File: src/rtl/core/lwds_pkg.sv
// Package of the range smoother: types, register indexes, microcode.
`default_nettype none
package lwds_pkg;

  localparam int unsigned DistBitsDef = 16;
  localparam int unsigned FracBitsDef = 8;

  localparam int unsigned CfgIdxW  = 3;
  localparam int unsigned CfgDataW = 16;
  localparam int unsigned WgtW     = 17;
  localparam int unsigned NearW    = 15;
  localparam int unsigned PcW      = 4;
  localparam int unsigned DivCntW  = 5;

  localparam logic [WgtW-1:0]    OneQ16      = 17'h10000;
  localparam logic [15:0]        OneQ15      = 16'h8000;
  localparam logic [15:0]        PitchBase   = 16'hC000;
  localparam logic [DivCntW-1:0] WgtDivSteps = 5'd17;
  localparam logic [DivCntW-1:0] MapDivSteps = 5'd15;

  localparam logic [CfgIdxW-1:0] RegMaxSmooth = 3'd0;
  localparam logic [CfgIdxW-1:0] RegNoiseDist = 3'd1;
  localparam logic [CfgIdxW-1:0] RegNearDist  = 3'd2;
  localparam logic [CfgIdxW-1:0] RegFarDist   = 3'd3;
  localparam logic [CfgIdxW-1:0] RegWeakSig   = 3'd4;
  localparam logic [CfgIdxW-1:0] RegStrongSig = 3'd5;
  localparam logic [CfgIdxW-1:0] RegFloorWgt  = 3'd6;
  localparam logic [CfgIdxW-1:0] RegPitchMode = 3'd7;

  // microcode addresses used as jump targets
  localparam logic [PcW-1:0] PcLoad   = 4'd0;
  localparam logic [PcW-1:0] PcSigDiv = 4'd2;
  localparam logic [PcW-1:0] PcWgtLd  = 4'd4;
  localparam logic [PcW-1:0] PcWgtDiv = 4'd5;
  localparam logic [PcW-1:0] PcMapDiv = 4'd11;
  localparam logic [PcW-1:0] PcOut    = 4'd13;

  typedef struct packed {
    logic [15:0] raw_distance;
    logic [7:0]  signal_strength;
  } lwds_in_t;

  typedef struct packed {
    logic [15:0] smoothed_distance;
    logic [15:0] control_level;
    logic        noise_sample;
  } lwds_out_t;

  typedef struct packed {
    logic [7:0]       max_smooth_samples;
    logic [15:0]      noise_distance;
    logic [NearW-1:0] near_distance;
    logic [NearW-1:0] far_distance;
    logic [7:0]       weak_signal;
    logic [7:0]       strong_signal;
    logic [15:0]      floor_weight;
    logic             pitch_mode;
  } lwds_cfg_t;

  typedef enum logic [3:0] {
    OP_NOP, OP_LOAD, OP_SMAP, OP_DIV, OP_SMAP_END, OP_WDIV, OP_W_END,
    OP_MUL_A, OP_MUL_B, OP_UPD, OP_DMAP, OP_DMAP_END, OP_OUT
  } lwds_op_e;

  typedef enum logic [2:0] {
    JC_NEXT, JC_ALWAYS, JC_NO_IN, JC_DIV_BUSY, JC_SKIP, JC_OUT_FULL
  } lwds_jc_e;

  typedef struct packed {
    lwds_op_e       op;
    lwds_jc_e       jc;
    logic [PcW-1:0] target;
  } lwds_uword_t;

  typedef struct packed {
    logic in_fire;
    logic div_last;
    logic skip;
    logic out_full;
  } lwds_stat_t;

  function automatic lwds_uword_t lwds_ucode(input logic [PcW-1:0] pc);
    lwds_uword_t w;
    unique case (pc)
      4'd0:    w = '{op: OP_LOAD,     jc: JC_NO_IN,    target: PcLoad};
      4'd1:    w = '{op: OP_SMAP,     jc: JC_SKIP,     target: PcWgtLd};
      4'd2:    w = '{op: OP_DIV,      jc: JC_DIV_BUSY, target: PcSigDiv};
      4'd3:    w = '{op: OP_SMAP_END, jc: JC_NEXT,     target: PcLoad};
      4'd4:    w = '{op: OP_WDIV,     jc: JC_NEXT,     target: PcLoad};
      4'd5:    w = '{op: OP_DIV,      jc: JC_DIV_BUSY, target: PcWgtDiv};
      4'd6:    w = '{op: OP_W_END,    jc: JC_NEXT,     target: PcLoad};
      4'd7:    w = '{op: OP_MUL_A,    jc: JC_NEXT,     target: PcLoad};
      4'd8:    w = '{op: OP_MUL_B,    jc: JC_NEXT,     target: PcLoad};
      4'd9:    w = '{op: OP_UPD,      jc: JC_NEXT,     target: PcLoad};
      4'd10:   w = '{op: OP_DMAP,     jc: JC_SKIP,     target: PcOut};
      4'd11:   w = '{op: OP_DIV,      jc: JC_DIV_BUSY, target: PcMapDiv};
      4'd12:   w = '{op: OP_DMAP_END, jc: JC_NEXT,     target: PcLoad};
      4'd13:   w = '{op: OP_OUT,      jc: JC_OUT_FULL, target: PcOut};
      default: w = '{op: OP_NOP,      jc: JC_ALWAYS,   target: PcLoad};
    endcase
    return w;
  endfunction

endpackage
`default_nettype wire

File: src/rtl/core/lidar_weighted_distance_smoother.sv
// Top level of the signal-weighted range smoother.
// One range word in, one result word out. Each word runs through a short
// microcode program on one shared multiplier and one radix-2 divider: the
// signal map, the weight divide by the sample count and the distance map
// take 17, 17 and 15 divider steps. The signal-map divide is skipped for
// a noise word or a clamped strength, and the distance-map divide when
// the map clamps. A result waits in the output register, and the next
// word is taken meanwhile; the program holds at its write-back step only
// while an older result is still not taken, which delays the next accept.
// Configuration writes are taken in any cycle and belong in idle
// periods. There is no clearing pass after reset.
`default_nettype none
module lidar_weighted_distance_smoother #(
  parameter int unsigned DIST_BITS = lwds_pkg::DistBitsDef,
  parameter int unsigned FRAC_BITS = lwds_pkg::FracBitsDef
) (
  input  wire                           clk_i,
  input  wire                           rst_ni,
  input  wire                           cfg_valid_i,
  output logic                          cfg_ready_o,
  input  wire  [lwds_pkg::CfgIdxW-1:0]  cfg_index_i,
  input  wire  [lwds_pkg::CfgDataW-1:0] cfg_data_i,
  input  wire                           in_valid_i,
  output logic                          in_ready_o,
  input  lwds_pkg::lwds_in_t            in_data_i,
  output logic                          out_valid_o,
  input  wire                           out_ready_i,
  output lwds_pkg::lwds_out_t           out_data_o
);
  import lwds_pkg::*;

  lwds_cfg_t   cfg_q;
  lwds_uword_t uword;
  lwds_stat_t  stat;
  lwds_out_t   res, out_q;
  logic        out_valid_q;
  logic        in_fire, out_full, out_load, skip, div_last;

  assign cfg_ready_o = 1'b1;
  assign in_ready_o  = uword.op == OP_LOAD;
  assign in_fire     = in_valid_i & in_ready_o;
  assign out_full    = out_valid_q & ~out_ready_i;
  assign out_load    = (uword.op == OP_OUT) & ~out_full;

  assign stat = '{in_fire: in_fire, div_last: div_last, skip: skip, out_full: out_full};

  always_ff @(posedge clk_i or negedge rst_ni) begin
    if (!rst_ni) begin
      cfg_q.max_smooth_samples <= 8'd1;
      cfg_q.noise_distance     <= 16'd20;
      cfg_q.near_distance      <= 15'd30;
      cfg_q.far_distance       <= 15'd600;
      cfg_q.weak_signal        <= 8'd20;
      cfg_q.strong_signal      <= 8'd80;
      cfg_q.floor_weight       <= 16'd3277;
      cfg_q.pitch_mode         <= 1'b0;
    end else if (cfg_valid_i) begin
      unique case (cfg_index_i)
        RegMaxSmooth: cfg_q.max_smooth_samples <= cfg_data_i[7:0];
        RegNoiseDist: cfg_q.noise_distance     <= cfg_data_i;
        RegNearDist:  cfg_q.near_distance      <= cfg_data_i[NearW-1:0];
        RegFarDist:   cfg_q.far_distance       <= cfg_data_i[NearW-1:0];
        RegWeakSig:   cfg_q.weak_signal        <= cfg_data_i[7:0];
        RegStrongSig: cfg_q.strong_signal      <= cfg_data_i[7:0];
        RegFloorWgt:  cfg_q.floor_weight       <= cfg_data_i;
        RegPitchMode: cfg_q.pitch_mode         <= cfg_data_i[0];
        default: ;
      endcase
    end
  end

  lwds_seq u_seq (
    .clk_i   (clk_i),
    .rst_ni  (rst_ni),
    .stat_i  (stat),
    .uword_o (uword)
  );

  lwds_dp #(
    .DIST_BITS(DIST_BITS),
    .FRAC_BITS(FRAC_BITS)
  ) u_dp (
    .clk_i      (clk_i),
    .rst_ni     (rst_ni),
    .op_i       (uword.op),
    .cfg_i      (cfg_q),
    .in_data_i  (in_data_i),
    .in_fire_i  (in_fire),
    .skip_o     (skip),
    .div_last_o (div_last),
    .res_o      (res)
  );

  always_ff @(posedge clk_i or negedge rst_ni) begin
    if (!rst_ni) begin
      out_valid_q <= 1'b0;
    end else if (out_load) begin
      out_valid_q <= 1'b1;
    end else if (out_ready_i) begin
      out_valid_q <= 1'b0;
    end
  end

  always_ff @(posedge clk_i) begin
    if (out_load) begin
      out_q <= res;
    end
  end

  assign out_valid_o = out_valid_q;
  assign out_data_o  = out_q;

endmodule
`default_nettype wire

File: src/rtl/core/lwds_seq.sv
// Microcode sequencer: step counter, control store and jump logic.
`default_nettype none
module lwds_seq (
  input  wire                  clk_i,
  input  wire                  rst_ni,
  input  lwds_pkg::lwds_stat_t stat_i,
  output lwds_pkg::lwds_uword_t uword_o
);
  import lwds_pkg::*;

  logic [PcW-1:0] pc_q, pc_d;
  lwds_uword_t    uw;
  logic           take;

  assign uw      = lwds_ucode(pc_q);
  assign uword_o = uw;

  always_comb begin
    unique case (uw.jc)
      JC_NEXT:     take = 1'b0;
      JC_ALWAYS:   take = 1'b1;
      JC_NO_IN:    take = !stat_i.in_fire;
      JC_DIV_BUSY: take = !stat_i.div_last;
      JC_SKIP:     take = stat_i.skip;
      JC_OUT_FULL: take = stat_i.out_full;
      default:     take = 1'b0;
    endcase
    pc_d = take ? uw.target : pc_q + PcW'(1);
  end

  always_ff @(posedge clk_i or negedge rst_ni) begin
    if (!rst_ni) begin
      pc_q <= PcLoad;
    end else begin
      pc_q <= pc_d;
    end
  end

endmodule
`default_nettype wire

File: src/rtl/core/lwds_div.sv
// Shared radix-2 restoring divider, one quotient bit per step.
`default_nettype none
module lwds_div #(
  parameter int unsigned RemW = 23
) (
  input  wire                            clk_i,
  input  wire                            rst_ni,
  input  wire                            load_i,
  input  wire                            step_i,
  input  wire  [RemW-1:0]                rem_init_i,
  input  wire  [lwds_pkg::WgtW-1:0]      quo_init_i,
  input  wire  [RemW-1:0]                div_i,
  input  wire  [lwds_pkg::DivCntW-1:0]   cnt_init_i,
  output logic [lwds_pkg::WgtW-1:0]      quo_o,
  output logic                           last_o
);
  import lwds_pkg::*;

  logic [RemW-1:0]    rem_q;
  logic [WgtW-1:0]    quo_q;
  logic [RemW-1:0]    div_q;
  logic [DivCntW-1:0] cnt_q;
  logic [RemW:0]      trial, diff;
  logic               ge;

  assign trial  = {rem_q, quo_q[WgtW-1]};
  assign diff   = trial - {1'b0, div_q};
  assign ge     = trial >= {1'b0, div_q};
  assign quo_o  = quo_q;
  assign last_o = cnt_q == DivCntW'(1);

  always_ff @(posedge clk_i) begin
    if (load_i) begin
      rem_q <= rem_init_i;
      quo_q <= quo_init_i;
      div_q <= div_i;
    end else if (step_i) begin
      rem_q <= ge ? diff[RemW-1:0] : trial[RemW-1:0];
      quo_q <= {quo_q[WgtW-2:0], ge};
    end
  end

  always_ff @(posedge clk_i or negedge rst_ni) begin
    if (!rst_ni) begin
      cnt_q <= '0;
    end else if (load_i) begin
      cnt_q <= cnt_init_i;
    end else if (step_i) begin
      cnt_q <= cnt_q - DivCntW'(1);
    end
  end

endmodule
`default_nettype wire

File: src/rtl/core/lwds_dp.sv
// Datapath of the range smoother: weights, blend, distance map.
`default_nettype none
module lwds_dp #(
  parameter int unsigned DIST_BITS = lwds_pkg::DistBitsDef,
  parameter int unsigned FRAC_BITS = lwds_pkg::FracBitsDef
) (
  input  wire                   clk_i,
  input  wire                   rst_ni,
  input  lwds_pkg::lwds_op_e    op_i,
  input  lwds_pkg::lwds_cfg_t   cfg_i,
  input  lwds_pkg::lwds_in_t    in_data_i,
  input  wire                   in_fire_i,
  output logic                  skip_o,
  output logic                  div_last_o,
  output lwds_pkg::lwds_out_t   res_o
);
  import lwds_pkg::*;

  localparam int unsigned SB    = DIST_BITS + FRAC_BITS;
  localparam int unsigned RemW  = NearW + FRAC_BITS;
  localparam int unsigned LW    = ((SB > RemW) ? SB : RemW) + 1;
  localparam int unsigned NvW   = (DIST_BITS > 16) ? DIST_BITS : 16;
  localparam int unsigned ProdW = SB + WgtW;
  localparam logic [NvW-1:0] DistMax = NvW'((64'd1 << DIST_BITS) - 64'd1);

  logic                 noisy_q, noisy_d;
  logic [DIST_BITS-1:0] nv_q, nv_d;
  logic [7:0]           sig_q, sig_d;
  logic [7:0]           cnt_q, cnt_d;
  logic [WgtW-1:0]      fac_q, fac_d;
  logic [WgtW-1:0]      w_q, w_d;
  logic [15:0]          m_q, m_d;
  logic [SB-1:0]        s_q, s_d;
  logic [ProdW-1:0]     acc_q, acc_d;
  logic [ProdW-1:0]     prod_q, prod_d;

  logic [SB-1:0]        mul_a;
  logic [WgtW-1:0]      mul_b;
  logic [ProdW-1:0]     prod;

  logic                 in_noisy;
  logic [15:0]          cand;
  logic [NvW-1:0]       nv_wide;

  logic [8:0]           sig_t, sig_d9;
  logic [7:0]           s_at, s_ad;
  logic [WgtW-1:0]      span;
  logic                 s_degen;

  logic [LW-1:0]        t, d, at, ad;
  logic                 d_degen;
  logic [ProdW:0]       sum;
  logic [7:0]           cnt_eff;

  logic                 div_load;
  logic [RemW-1:0]      div_rem, div_div;
  logic [WgtW-1:0]      div_quo_init, div_quo;
  logic [DivCntW-1:0]   div_cnt;

  assign prod = ProdW'(mul_a) * ProdW'(mul_b);

  assign in_noisy = in_data_i.raw_distance < cfg_i.noise_distance;
  assign cand     = in_noisy ? {cfg_i.far_distance, 1'b0} : in_data_i.raw_distance;
  assign nv_wide  = NvW'(cand);

  assign sig_t   = {1'b0, sig_q} - {1'b0, cfg_i.weak_signal};
  assign sig_d9  = {1'b0, cfg_i.strong_signal} - {1'b0, cfg_i.weak_signal};
  assign s_at    = sig_t[8] ? 8'(-sig_t) : sig_t[7:0];
  assign s_ad    = sig_d9[8] ? 8'(-sig_d9) : sig_d9[7:0];
  assign span    = OneQ16 - {1'b0, cfg_i.floor_weight};
  assign s_degen = (sig_d9 == '0) || (sig_t == '0) || (sig_t[8] != sig_d9[8]);

  assign t  = LW'(s_q) - LW'({cfg_i.near_distance, {FRAC_BITS{1'b0}}});
  assign d  = LW'({cfg_i.far_distance, {FRAC_BITS{1'b0}}})
            - LW'({cfg_i.near_distance, {FRAC_BITS{1'b0}}});
  assign at = t[LW-1] ? -t : t;
  assign ad = d[LW-1] ? -d : d;
  assign d_degen = (d == '0) || (t == '0) || (t[LW-1] != d[LW-1]);

  assign sum     = {1'b0, acc_q} + {1'b0, prod_q};
  assign cnt_eff = (cnt_q == 8'd0) ? 8'd1 : cnt_q;

  always_comb begin
    noisy_d      = noisy_q;
    nv_d         = nv_q;
    sig_d        = sig_q;
    cnt_d        = cnt_q;
    fac_d        = fac_q;
    w_d          = w_q;
    m_d          = m_q;
    s_d          = s_q;
    acc_d        = acc_q;
    prod_d       = prod_q;
    mul_a        = s_q;
    mul_b        = OneQ16 - w_q;
    skip_o       = 1'b0;
    div_load     = 1'b0;
    div_rem      = '0;
    div_quo_init = '0;
    div_div      = RemW'(cnt_eff);
    div_cnt      = WgtDivSteps;
    unique case (op_i)
      OP_LOAD: begin
        if (in_fire_i) begin
          noisy_d = in_noisy;
          sig_d   = in_data_i.signal_strength;
          nv_d    = (nv_wide > DistMax) ? DistMax[DIST_BITS-1:0] : nv_wide[DIST_BITS-1:0];
          if (cnt_q < cfg_i.max_smooth_samples) begin
            cnt_d = cnt_q + 8'd1;
          end
        end
      end
      OP_SMAP: begin
        mul_a = SB'(s_at);
        mul_b = span;
        skip_o = 1'b1;
        if (noisy_q) begin
          fac_d = span;
        end else if (s_degen) begin
          fac_d = {1'b0, cfg_i.floor_weight};
        end else if (s_at >= s_ad) begin
          fac_d = OneQ16;
        end else begin
          skip_o       = 1'b0;
          div_load     = 1'b1;
          div_rem      = RemW'(prod[24:17]);
          div_quo_init = prod[16:0];
          div_div      = RemW'(s_ad);
        end
      end
      OP_SMAP_END: fac_d = {1'b0, cfg_i.floor_weight} + div_quo;
      OP_WDIV: begin
        div_load     = 1'b1;
        div_quo_init = fac_q;
      end
      OP_W_END: w_d = div_quo;
      OP_MUL_A: acc_d = prod;
      OP_MUL_B: begin
        mul_a  = {nv_q, {FRAC_BITS{1'b0}}};
        mul_b  = w_q;
        prod_d = prod;
      end
      OP_UPD: s_d = sum[16 +: SB];
      OP_DMAP: begin
        skip_o = 1'b1;
        if (d_degen) begin
          m_d = '0;
        end else if (at >= ad) begin
          m_d = OneQ15;
        end else begin
          skip_o   = 1'b0;
          div_load = 1'b1;
          div_rem  = at[RemW-1:0];
          div_div  = ad[RemW-1:0];
          div_cnt  = MapDivSteps;
        end
      end
      OP_DMAP_END: m_d = {1'b0, div_quo[14:0]};
      default: ;
    endcase
  end

  lwds_div #(
    .RemW(RemW)
  ) u_div (
    .clk_i      (clk_i),
    .rst_ni     (rst_ni),
    .load_i     (div_load),
    .step_i     (op_i == OP_DIV),
    .rem_init_i (div_rem),
    .quo_init_i (div_quo_init),
    .div_i      (div_div),
    .cnt_init_i (div_cnt),
    .quo_o      (div_quo),
    .last_o     (div_last_o)
  );

  always_ff @(posedge clk_i) begin
    noisy_q <= noisy_d;
    nv_q    <= nv_d;
    sig_q   <= sig_d;
    fac_q   <= fac_d;
    w_q     <= w_d;
    m_q     <= m_d;
    acc_q   <= acc_d;
    prod_q  <= prod_d;
  end

  always_ff @(posedge clk_i or negedge rst_ni) begin
    if (!rst_ni) begin
      cnt_q <= '0;
      s_q   <= '0;
    end else begin
      cnt_q <= cnt_d;
      s_q   <= s_d;
    end
  end

  assign res_o.smoothed_distance = 16'(s_q >> FRAC_BITS);
  assign res_o.control_level     = (cfg_i.pitch_mode ? PitchBase : OneQ15) - m_q;
  assign res_o.noise_sample      = noisy_q;

endmodule
`default_nettype wire

File: config.mk
export PLATFORM = sky130hd
export DESIGN_NAME = lidar_weighted_distance_smoother
export DESIGN_NICKNAME = d
export VERILOG_FILES = /design/src/rtl/core/lwds_pkg.sv /design/src/rtl/core/lidar_weighted_distance_smoother.sv /design/src/rtl/core/lwds_seq.sv /design/src/rtl/core/lwds_div.sv /design/src/rtl/core/lwds_dp.sv
export SDC_FILE = /design/constraint.sdc
export NUM_CORES = 2
export LEC_CHECK = 0
export ABC_CLOCK_PERIOD_IN_PS = 24100
export BUFFER_PORTS_ARGS = -buffer_cell sky130_fd_sc_hd__buf_4
export CELL_PAD_IN_SITES_DETAIL_PLACEMENT = 1
export CELL_PAD_IN_SITES_GLOBAL_PLACEMENT = 2
export CORE_UTILIZATION = 46
export DETAILED_ROUTE_END_ITERATION = 8
export GPL_TIMING_DRIVEN = 0
export PLACE_DENSITY = 0.95
export REMOVE_ABC_BUFFERS = 1
export SETUP_SLACK_MARGIN = 0.05
export SLEW_MARGIN = 20
export SYNTH_ARGS = -nofsm -noshare
export SYNTH_HDL_FRONTEND = slang
export SYNTH_SLANG_ARGS = --single-unit
File: constraint.sdc
create_clock -name clk_i -period 24.1 [get_ports clk_i]
set_input_delay 1.205 -clock clk_i [delete_from_list [all_inputs] [get_ports clk_i]]
set_output_delay 1.205 -clock clk_i [all_outputs]
set_load 0.005 [all_outputs]
After elaboration in Yosys (flattened, before gate mapping)
Memory sizes are Yosys's and may differ from the RTL's. Index checks and enable logic that the tools add are counted.

RAM bits: 0. Memories: 1. Output and inout port bits: 36. Bits in read-only memories: 176. Register bits: 380. Bits in latches: 0.

Divide/modulo/power cells: 0. Reduce and logical (&&, ||, !) cells: 28. Multiplexer cells: 58. Equal/unequal tests: 29. $mul: 1. Bitwise logic cells: 5. Add/subtract/negate cells: 17. Shift operators: 0. Magnitude comparators: 6.

Memory list: (no name shown) (depth 16, width 11, read ports 1, clocked after Yosys merged registers in 0, write ports 0, line lwds_pkg.sv:84) `unique case (pc)`.

Operator list (number): two-way mux 23 bit (11); two-way mux 17 bit (8); one-hot mux 17 bit (2 select lines) (3); one-hot mux 23 bit (2 select lines) (2); zero test 25 bit (2); two-way mux 25 bit (2); negator 25 bit (2); two-way mux 16 bit (3); one-hot mux 24 bit (2 select lines) (1); adder 40 bit (1); multiplier 24 x 17 -> 40 bit (1); two-way mux 8 bit (5); one-hot mux 16 bit (2 select lines) (1); >= comparator 25 bit (1); two-way mux 5 bit (5); subtractor 24 x 23 -> 25 bit (1); >= comparator 24 x 23 -> 1 bit (1); subtractor 23 x 23 -> 24 bit (1); subtractor 23 bit (1); AND reduction 2 bit (11); == test 4 bit (second input constant) (5); == test 3 bit (second input constant) (6); zero test 9 bit (2); subtractor 8 x 8 -> 9 bit (2); other kinds (35) (66).

Logic depth before layout (Yosys ltp)
Depth after elaboration: 10. Depth in mapped cells: 41. Mapped depth without buffers: 39.

By module
From an unflattened synthesis, not the netlist that was laid out.

Cells, all modules: 3887. Area total of the unflattened synthesis: 37797.5 um^2.

By module, submodules not included: lwds_dp (area an instance 28343.4 um^2, cells an instance 3209, times used 1); lidar_weighted_distance_smoother (area an instance 4541.9 um^2, cells an instance 235, times used 1); lwds_div (area an instance 4314.1 um^2, cells an instance 374, times used 1); lwds_seq (area an instance 598.1 um^2, cells an instance 69, times used 1).

Worst setup path before layout
No wires, ideal clock.

Path kind: register to register. From: register u_seq.pc_q[1]. To: register u_dp.acc_q[39], data pin. Setup slack: 14231 ps. Stages on the path, launching flop included: 38. Data required time: 23836 ps. Arrival: 9604 ps. Path through: dfrtp_1 inv_1 ha_1 nor3_1 a211oi_1 a31o_2 nor2_1 o2111ai_1 or3_1 clkbuf_1 inv_1 clkbuf_1 clkbuf_1 o21a_1 a31oi_1 fa_1 inv_1 fa_1 [2 not listed] fa_1 fa_1 inv_1 fa_1 inv_1 ha_1 nand2_1 nor2_1 nand2_1 o21ai_0 a21oi_1 o211a_1 or3_1 a31oi_1 nand4_1 nand4b_1 a21oi_1 xnor2_1.

Longest elaborated chain between the ends: 4. Elaborated cells between the ends (all ways): 6. Classes of those cells: mul (1); eq/ne (2); mux (2); memory (1).

RTL lines: from (decl) (line lwds_seq.sv:11) `logic [PcW-1:0] pc_q, pc_d;`; from (signal assigned) (line lwds_seq.sv:33) `pc_q <= PcLoad;`; from (signal assigned) (line lwds_seq.sv:35) `pc_q <= pc_d;`; memory (16 x 11 bit) *; == test 4 bit or == test 4 x 2 -> 1 bit (tied branches) (line lwds_dp.sv:102) `unique case (op_i)`; one-hot mux 24 bit (2 select lines) or one-hot mux 17 bit (2 select lines) (tied branches) (line lwds_dp.sv:102); multiplier 24 x 17 -> 40 bit * (line lwds_dp.sv:60) `assign prod = ProdW'(mul_a) * ProdW'(mul_b);`; via u_dp.prod[39] (line lwds_dp.sv:39) `logic [ProdW-1:0] prod;`; to (signal assigned) (line lwds_dp.sv:185) `acc_q <= acc_d;`; to (decl) (line lwds_dp.sv:34) `logic [ProdW-1:0] acc_q, acc_d;`.

The timed path passes the listed nets; every way through them passes the cells marked *. A chain may end at the register's enable or synchronous reset.

Final worst setup path
From: register u_seq.pc_q[1]. To: register u_dp.prod_q[38], data pin.

Longest elaborated chain between the ends: 4. Elaborated cells between the ends (all ways): 6. Classes of those cells: mul (1); eq/ne (2); mux (2); memory (1).

RTL lines: memory (16 x 11 bit) *; == test 4 bit or == test 4 x 2 -> 1 bit (tied branches) (line lwds_dp.sv:102); one-hot mux 24 bit (2 select lines) or one-hot mux 17 bit (2 select lines) (tied branches) (line lwds_dp.sv:102); multiplier 24 x 17 -> 40 bit * (line lwds_dp.sv:60); via u_dp.prod[38] (line lwds_dp.sv:39); to (signal assigned) (line lwds_dp.sv:186) `prod_q <= prod_d;`; to (decl) (line lwds_dp.sv:35) `logic [ProdW-1:0] prod_q, prod_d;`.

Marks and branches as above.

==> impl_metrics.yaml <==
detailed_routing:
  drc_errors: 0
  avgViaCountPerCell: 5.80
  vias: 28405
  dr.pass1.iters: 6
  ant_nets: 0
  wl_per_cell_um: 23.3
  drt_iter0_markers: 1881
  routed_wl_mm: 114
layout:
  utilization: 0.514
  drive_above_1_share: 0.0915
  syn2layout_area_growth_pct: 10.2
  nets: 4508
global_route:
  track_usage: 0.293
  antenna_found_initial: 3
  use_met1: 0.371
  grt.overflow.total: 0
  grt_max_degree: 69
  grt_first_pass_wirelength_mm: 179
  top_usage_layer: "met2"
  met2_usage: 0.511
  grt_use_met3: 0.0407
  grt_pass1_vias: 30870
sta:
  fmax_mhz: 80.5
  final_hold_viol_count: 0
  fin_worst_skew_ps: 34.2
  min_period_ps: 12430
  whs_ps: 514
  maxSlewViolCount: 0
  worst_pin_slew_ps: 1190
  timing.slew.headroom: 0.207
  worst_slack_ps: 11670
  setup_tns_ps: 0
  setup_viol: 0
  rsz0062_at_grt: "false"
  timing.final.crit_share: 0.516
min_path:
  hp-class: "flip-flop to flip-flop"
  hp-start: "cfg_q[63]"
floorplanning:
  fp-row-count: 102
  fp.dieW_um: 282
  core_um2: 77600
  start_util: 0.466
  chipHeight_um: 282
  ios: 84
  die_area_um2: 79800
logic_synthesis:
  yosys-top-cells-count: "556 x inv_1, 518 x nand2_1, 334 x fa_1, 299 x ha_1, 251 x edfxtp_1"
  synth_most_common_cell: "inv_1"
  synth-compound-area-share: 0.122
  async_flop_share: 0.339
  postSynthAreaPerCell_um2: 9.54
  yosysUniqueCellTypes: 93
  yosys.area_share.simple: 0.144
  synthCells: 3794
  ys.flop_type: "edfxtp_1"
  synth_top_area_share: 0.208
  synth_top_family_by_area: "adder cells"
  synth-xor-area-share: 0.0496
  yosys-top-cells-area: "edfxtp_1 21%, fa_1 18%, ha_1 10%"
  syn_area_um2: 36200
  ys_ff_latch: 380
  synth_fa_ha_area_frac: 0.288
  yosys_warnings: 0
  synth_top_area_cell: "edfxtp_1"
  synth_edf_count: 251
  synthMuxAreaShare: 0.0252
  seq_area_frac_synth: 0.298
clock_tree:
  path_clk_slew_ps: 60
  insertion_delay_ps: 590
  htree_levels: 2
  max-clock-path-buffers: 3
  cts_tree: "done"
  postCtsHoldBufs: 0
  cts_buffers: 41
  cts-root-buf: "clkbuf_16"
  cts_setup_buffers: 0
  cts.sinks: 380
  post_cts_resized: 0
worst_setup_path:
  r2r_cells: 35
  cp_max_fo: 39
  crit_top_cell: "inv_1"
  cp.arrival_ps: 12750
  worst_setup_path_start_kind: "flip-flop"
  r2r-end: "u_dp.prod_q[38]"
  r2r_setup_slack_ps: 11670
  timing.rr.start: "u_seq.pc_q[1]"
  worstPathRequired_ps: 24420
  cp_slowest_stage_delay_ps: 880
  critPathCapture: "u_dp.prod_q[38]"
  crit_slowest_cell: "o311ai_0"
  crit_path_end_kind: "flip-flop"
  crit_type: "flip-flop to flip-flop"
  crit_path_start: "u_seq.pc_q[1]"
job:
  drv.max_cap_violation_count: 0
placement:
  gp_congestion: 0.898
  portBuffers: 82
  pre_cts_ws_ps: 11560
  hpwl_mm: 87.1
outcome:
  outcome: "finished clean"
==> registers in the layout, summed over array words and instances (netlist names), 23 cells and up <==
register	count
cfg_q	87
u_dp.acc_q	40
u_dp.prod_q	40
out_data_o	33
u_dp.s_q	24
u_dp.u_div.div_q	23
u_dp.u_div.rem_q	23
==> routing by layer <==
layer  share of wire  up-vias
met3           0.054      203
met4           0.035        4
li1                -    12768
met1            0.41    14680
met2            0.50      750
met5         0.00020        -
==> metrics by stage <==
step / instances / area (um^2)
finish: 4901 / 39900
global route: 4900 / 39900
CTS: 4899 / 39800
detailed placement: 4823 / 38500
global placement: 4783 / 37600
floorplan: 3661 / 35700
==> placed cells by master (no fill, tap or decap), types with 90 or more instances in the layout <==
| cell | n |
|---|---|
| a21oi_1 | 131 |
| buf_4 | 90 |
| dfrtp_1 | 107 |
| edfxtp_1 | 251 |
| fa_1 | 334 |
| ha_1 | 299 |
| inv_1 | 554 |
| nand2_1 | 517 |
| nor2_1 | 212 |
| o21ai_0 | 185 |
| xnor2_1 | 121 |
==> kinds of logic (layout without fill, tap and decap cells) <==
| kind of cell | after synthesis | after routing |
|---|---|---|
| other cells | 2 | 4 |
| simple gates | 1120 | 1120 |
| xor+xnor | 205 | 205 |
| fa+ha+maj | 633 | 633 |
| mux | 83 | 83 |
| compound gates | 680 | 680 |
| buf+inv | 691 | 756 |
| flops | 380 | 380 |
==> area by class of cell <==
type	count	area (um^2)
Fill cell	8818	37700
Tap cell	1040	1300
Timing Repair Buffer	123	1240
Antenna cell	1	2.50
Sequential cell	380	10800
Clock inverter	18	194
Clock buffer	58	1180
Multi-Input combinational cell	2724	23100
Inverter	557	2090
==> critical path: cells and delay by family (launching register included) <==
| family | cells | cell delay (ps) |
|---|---|---|
| buffers and inverters | 7 | 1060 |
| adders and majority gates | 8 | 3460 |
| xor gates and xnor gates | 1 | 110 |
| DFF | 1 | 490 |
| AOI/OAI and AO/OA | 8 | 3140 |
| and+or+nand+nor | 11 | 3790 |
==> worst min path at each step <==
stage / to / slack, ps / cells past startpoint
floorplan: u_dp.w_q[16] / 450 / 0
global placement: cfg_q[17] / 490 / 1
detailed placement: cfg_q[63] / 500 / 1
CTS: cfg_q[63] / 520 / 1
global route: u_dp.w_q[15] / 530 / 0
finish: cfg_q[63] / 510 / 1
Power is left out: the tool's default activity adds up to more than one toggle a clock period on the data nets, which glitch-free logic cannot reach.
